### src/hw/rtl/sstf_pkg.sv
// ----------------------------------------------------------------------------
// sstf_pkg
// Format codes and the reset format for the sample converter.
// ----------------------------------------------------------------------------
package sstf_pkg;
    localparam logic [3:0] FMT_IBM   = 4'd1;
    localparam logic [3:0] FMT_INT32 = 4'd2;
    localparam logic [3:0] FMT_INT16 = 4'd3;
    localparam logic [3:0] FMT_IEEE  = 4'd5;
    localparam logic [3:0] FMT_INT8  = 4'd8;
    localparam logic [3:0] FMT_RESET = FMT_IBM;
endpackage

### src/hw/rtl/sstf_pack.sv
// ----------------------------------------------------------------------------
// sstf_pack
// Packs sign * mag * 2^k (mag below 2^32) into single-precision bits, RNE.
// ----------------------------------------------------------------------------
module sstf_pack
    import sstf_pkg::*;
(
    input  logic        sign,
    input  logic [31:0] mag,
    input  logic signed [9:0] k,
    output logic [31:0] bits
);
    logic [4:0]        lz;
    logic [31:0]       norm;
    logic signed [10:0] biased;
    logic [24:0]       rsig;
    logic              guard, sticky, up;
    logic signed [10:0] bfin;
    logic [5:0]        dsh;
    logic [63:0]       shifted;
    logic [23:0]       sq;
    logic              sg, ss;

    always_comb
    begin
        lz = 5'd0;
        for (int i = 0; i < 32; i++)
        begin
            if (mag[i])
            begin
                lz = 5'(31 - i);
            end
        end
        norm = mag << lz;
        // exponent of msb position p = 31 - lz
        biased = 11'(k) + 11'sd158 - 11'($unsigned(lz));
        guard = norm[7];
        sticky = |norm[6:0];
        up = guard && (sticky || norm[8]);
        rsig = {1'b0, norm[31:8]} + 25'(up);
        bfin = biased + 11'(rsig[24]);
        // subnormal: value = mag*2^k, q = round(mag * 2^(k+149))
        dsh = 6'd0;
        if (biased < 11'sd1)
        begin
            if ((11'sd1 - biased) > 11'sd30)
            begin
                dsh = 6'd63;
            end
            else
            begin
                dsh = 6'(11'sd1 - biased);
            end
        end
        // normalized significand sits at bits 63:40; shift right for subnormal
        shifted = {norm, 32'd0} >> dsh;
        sq = shifted[63:40];
        sg = shifted[39];
        ss = |shifted[38:0];
        if (mag == 32'd0)
        begin
            bits = {sign, 31'd0};
        end
        else if (biased >= 11'sd1)
        begin
            if (bfin >= 11'sd255)
            begin
                bits = {sign, 8'hff, 23'd0};
            end
            else
            begin
                bits = {sign, bfin[7:0], (rsig[24] ? rsig[23:1] : rsig[22:0])};
            end
        end
        else
        begin
            bits = {sign, 31'(sq) + 31'(sg && (ss || sq[0]))};
        end
    end
endmodule

### src/hw/rtl/segy_sample_to_float.sv
// ----------------------------------------------------------------------------
// segy_sample_to_float
// Seismic sample word to IEEE-754 single converter, one beat per cycle while out_stall is low.
// ----------------------------------------------------------------------------
//  channel  | signals                           | dir
//  in       | in_valid, in_stall, raw_word      | in (in_stall out)
//  out      | out_valid, out_stall, float_bits, format_error | out (out_stall in)
//  cfg      | cfg_we, cfg_data                  | in
// One beat per cycle while out_stall is low; a beat passes the input register, then the result register.
// Reset sets fmt_reg to IBM float and empties both stages.
// A stalled output stage holds; the input register accepts a beat when it
// is empty or when the result register is free or draining.
module segy_sample_to_float
    import sstf_pkg::*;
(
    input  logic        clk,
    input  logic        rst_n,
    input  logic        cfg_we,
    input  logic [3:0]  cfg_data,
    input  logic        in_valid,
    output logic        in_stall,
    input  logic [31:0] raw_word,
    output logic        out_valid,
    input  logic        out_stall,
    output logic [31:0] float_bits,
    output logic        format_error
);
    logic [3:0]  fmt_reg;
    logic        s1_valid_reg;
    logic [31:0] s1_word_reg;
    logic        out_valid_reg;
    logic [31:0] bits_reg;
    logic        err_reg;
    logic        adv_out, adv_in;
    logic        sign;
    logic [31:0] mag;
    logic signed [9:0] k;
    logic [31:0] packed_bits;
    logic [31:0] bits_next;
    logic        err_next;
    logic [31:0] w;

    assign adv_out = !out_valid_reg || !out_stall;
    assign adv_in  = !s1_valid_reg || adv_out;
    assign in_stall = !adv_in;
    assign w = s1_word_reg;

    // Pick sign, magnitude and scale for the shared packer.
    always_comb
    begin
        sign = 1'b0;
        mag = 32'd0;
        k = 10'sd0;
        unique case (fmt_reg)
            FMT_IBM:
            begin
                sign = w[31];
                mag = {8'd0, w[23:0]};
                k = 10'(signed'({1'b0, w[30:24]}) - 8'sd64) * 10'sd4 - 10'sd24;
            end
            FMT_INT32:
            begin
                sign = w[31];
                mag = w[31] ? (~w + 32'd1) : w;
            end
            FMT_INT16:
            begin
                sign = w[15];
                mag = {16'd0, (w[15] ? (~w[15:0] + 16'd1) : w[15:0])};
            end
            FMT_INT8:
            begin
                sign = w[7];
                mag = {24'd0, (w[7] ? (~w[7:0] + 8'd1) : w[7:0])};
            end
            default:
            begin
            end
        endcase
    end

    sstf_pack u_pack (
        .sign (sign),
        .mag  (mag),
        .k    (k),
        .bits (packed_bits)
    );

    always_comb
    begin
        err_next = 1'b0;
        bits_next = packed_bits;
        unique case (fmt_reg)
            FMT_IBM:
            begin
                if (w == 32'd0)
                begin
                    bits_next = 32'd0;
                end
            end
            FMT_INT32, FMT_INT16, FMT_INT8:
            begin
                if (mag == 32'd0)
                begin
                    bits_next = 32'd0;
                end
            end
            FMT_IEEE:
            begin
                bits_next = w;
            end
            default:
            begin
                err_next = 1'b1;
                bits_next = 32'd0;
            end
        endcase
    end

    always_ff @(posedge clk or negedge rst_n)
    begin
        if (!rst_n)
        begin
            fmt_reg <= FMT_RESET;
            s1_valid_reg <= 1'b0;
            out_valid_reg <= 1'b0;
        end
        else
        begin
            if (cfg_we)
            begin
                fmt_reg <= cfg_data;
            end
            if (adv_in)
            begin
                s1_valid_reg <= in_valid;
            end
            if (adv_out)
            begin
                out_valid_reg <= s1_valid_reg;
            end
        end
    end

    // Payload: load input on accept, result when the output stage advances.
    always_ff @(posedge clk)
    begin
        if (adv_in && in_valid)
        begin
            s1_word_reg <= raw_word;
        end
        if (adv_out && s1_valid_reg)
        begin
            bits_reg <= bits_next;
            err_reg <= err_next;
        end
    end

    assign out_valid = out_valid_reg;
    assign float_bits = bits_reg;
    assign format_error = err_reg;
endmodule

### config.mk
export PLATFORM = sky130hd
export DESIGN_NAME = segy_sample_to_float
export DESIGN_NICKNAME = d
export VERILOG_FILES = /design/src/hw/rtl/sstf_pkg.sv /design/src/hw/rtl/sstf_pack.sv /design/src/hw/rtl/segy_sample_to_float.sv
export SDC_FILE = /design/constraint.sdc
export NUM_CORES = 1
export LEC_CHECK = 0
export ABC_AREA = 1
export BUFFER_PORTS_ARGS = -buffer_cell sky130_fd_sc_hd__clkbuf_2
export CAP_MARGIN = 30
export CELL_PAD_IN_SITES_DETAIL_PLACEMENT = 0
export CELL_PAD_IN_SITES_GLOBAL_PLACEMENT = 1
export CORE_AREA = 5 5 161 163
export CTS_CLUSTER_SIZE = 14
export DETAILED_ROUTE_END_ITERATION = 6
export DIE_AREA = 0 0 166 168
export MAX_ROUTING_LAYER = met4
export PLACE_DENSITY_LB_ADDON = 0.1
export REMOVE_ABC_BUFFERS = 1
export SKIP_CTS_REPAIR_TIMING = 1
export SKIP_LAST_GASP = 1
export SLEW_MARGIN = 20
export SYNTH_ARGS = -nofsm -noshare
export SYNTH_HDL_FRONTEND = slang
export SYNTH_SLANG_ARGS = --single-unit
### constraint.sdc
create_clock -name clk -period 16.2 [get_ports clk]
set_input_delay 1.62 -clock clk [delete_from_list [all_inputs] [get_ports clk]]
set_output_delay 1.62 -clock clk [all_outputs]
set_load 0.05 [all_outputs]
==> qor.yml <==
layout:
  antenna_cells: 0
  utilization_pct: 50.17
  fin_area_sq_um: 12130
  n_fill_cell: 2657
  nNetsFinal: 2101
  drive_above_1_share_pct: 10.98
  syn_to_final_growth_pct: 7.711
synth:
  synth.top_cells.by_count: "nand2_1 (651), nand3_1 (451), inv_1 (202), nor2_1 (177), edfxtp_1 (65)"
  synth_seq_cells: 71
  synth_area_leaders: "nand2_1 (22%), nand3_1 (20%), edfxtp_1 (17%)"
  ys.flop_type: "edfxtp_1"
  ys_types: 56
  yosysWarningCount: 0
  synth_top_area_share_pct: 21.70
  async_flop_share_pct: 8.451
  netlist_area_sq_um: 11260
  synth_area_per_cell_sq_um: 5.619
  synth-edff-count: 65
  ys_seq_area_share_pct: 18.68
  yosysMostFrequentCell: "nand2_1"
  yosysTopAreaCell: "nand2_1"
  syn_inst: 2004
global_routing:
  grt_max_degree: 45
  track_usage_pct: 31.56
  grt_overflow: 0
  grt_pass1_wl_microns: 69060
  first_global_vias: 12470
  antenna_found_initial: 0
critical_path:
  path_class: "flop to flop"
  startpoint_type: "flop"
  cp-end-kind: "flop"
  worstPathRequired_ps: 16270
  rr_startpoint: "s1_word_reg[31]$_DFFE_PP_"
  crit_slowest_cell: "edfxtp_1"
  crit_arrival_ps: 10590
  cp_common_cell: "nand2_1"
  r2r_end: "float_bits[10]$_DFFE_PP_"
  critical_path_peak_fanout: 44
  r2r_slack_ps: 5690
  critPathLaunch: "s1_word_reg[31]$_DFFE_PP_"
  max_stage_delay_ps: 830
  ff2ff_path_depth: 70
clock_tree:
  path_clk_slew_ps: 70
  cts.path.max_buffers: 2
  cts-root-buf: "clkbuf_16"
  clock_latency_ps: 350
  cts_tree: "built"
  clkSinkCount: 71
  cts_buffers: 9
  htree_levels: 3
power:
  p_sw_share_pct: 63.28
  p_clk_share_pct: 8.9
  comb_power_share_pct: 79.8
  p_int_uw: 847.2
  ir_worst_vdd_uv: 132.1
  total_power_mw: 2.307
  p_per_area_nw_per_um2: 190.2
  seqPwrFrac_pct: 11.3
  p_leak_nw: 6.055
  p_sw_mw: 1.460
floorplanning:
  fp.coreArea_sq_um: 24180
  initial_core_util_pct: 46.58
  die_h_microns: 168
  pin_count: 76
  rows: 57
  dieArea_sq_um: 27890
  die_w_microns: 166
timing:
  setup-tns-final_ps: 0
  skew_ps: 14.01
  period_needed_ps: 10510
  max-slew-margin-rel_pct: 42.35
  worstMarginPinSlew_ps: 861.6
  hold_violations: 0
  finalCritPeriodShare_pct: 64.89
  finalSetupViolCount: 0
  rsz0062_at_grt: "no"
  hold_ws_ps: 493.4
  fmax_mhz: 95.13
  drv_slew: 0
worst_hold_path:
  whs_path_depth: 2
  whs_endpoint: "out_valid$_DFFE_PN0P_"
  min_path_type: "flop to flop"
  min_from: "s1_valid_reg$_DFFE_PN0N_"
run_status:
  outcome: "complete, no violations"
place:
  hpwl_microns: 34910
  gp_congestion: 1.004
  portBuffers: 75
  place_area_sq_um: 11820
drt:
  routedWlPerCell_microns: 18.52
  drtPass1Iterations: 5
  ant_nets: 0
  num_vias: 13630
  drtIter0Drc: 1747
  drc: 0
  avgViaCountPerCell: 5.764
  totalWireLength_microns: 43770
run:
  drv_cap: 0
-- worst max-delay path, delay by kind of cell (launching register included) --
family	cells	cell delay, ps
compound gates	4	1110
fa+ha+maj	4	1020
buf+inv	9	2190
flops	1	830
simple gates	53	4990
-- per-layer routing --
| metal | vias to the layer above | share of wire [%] | routed length (microns) | GRT usage (%) |
|---|---|---|---|---|
| met1 | 6215 | 46 | 20150 | 45.36 |
| met3 | 77 | 8.9 | 3875 | 3.822 |
| met5 | - | 0 | 0 | - |
| met4 | 0 | 3.3 | 1444 | 9.254 |
| li1 | 6654 | - | - | - |
| met2 | 681 | 42 | 18310 | 46.70 |
-- power groups by stage --
stage | clock network, mW | logic [mW] | registers (mW)
floorplan | 0 | 1.18 | 0.324
global placement | 0 | 1.79 | 0.263
detailed placement | 0 | 1.78 | 0.262
CTS | 0.207 | 1.79 | 0.260
global route | 0.217 | 2.02 | 0.263
finish | 0.206 | 1.84 | 0.260
-- cell families (layout without fill, tap and decap cells) --
family,Yosys count,in the layout,share of synthesized area [%]
compound gates,147,147,7.789
xor+xnor,37,37,3.011
fa+ha+maj,25,25,2.778
buf+inv,301,337,10.84
flops,71,71,18.68
simple gates,1423,1423,56.90
-- through the flow --
stage / cells / setup WS, ps
floorplan: 1933 / 6623
global placement: 2347 / 5893
detailed placement: 2348 / 5857
CTS: 2364 / 5830
global route: 2364 / 4394
finish: 2364 / 5688
-- cell type report --
cell class	count	area, sq um	share of cell area (%)
timing repair buffer	91	495.5	4.085
sequential	71	2103	17.34
multi-input combinational	1632	7950	65.55
inverter	230	863.3	7.118
clock inverter	4	32.53	0.2682
tap	324	405.4	3.342
clock buffer	12	279.0	2.300
-- cell usage in the layout, fill, tap and decap left out, types with 17 or more instances in the layout --
cell type / instances
xor2_1: 30
nand4_1: 31
clkbuf_2: 75
inv_1: 201
o21ai_1: 17
edfxtp_1: 65
nand3_1: 451
nand2_2: 20
ha_1: 25
nand2_1: 651
nor2_1: 176
o21ai_0: 63
nor2_2: 18
inv_2: 27
nor3_1: 21
a21oi_1: 24
-- how the worst max path moves through the flow --
| stage | slack, ps | depth (start not counted) | end |
|---|---|---|---|
| 2_1_floorplan | 6620 | 44 | float_bits[10]$_DFFE_PP_ |
| 3_3_place_gp | 5890 | 62 | float_bits[15]$_DFFE_PP_ |
| 3_5_place_dp | 5860 | 71 | float_bits[22]$_DFFE_PP_ |
| 4_1_cts | 5830 | 71 | float_bits[22]$_DFFE_PP_ |
| 5_1_grt | 4390 | 71 | float_bits[22]$_DFFE_PP_ |
| 6_report | 5690 | 70 | float_bits[10]$_DFFE_PP_ |
No activity file was read; power rests on OpenSTA's default activity.
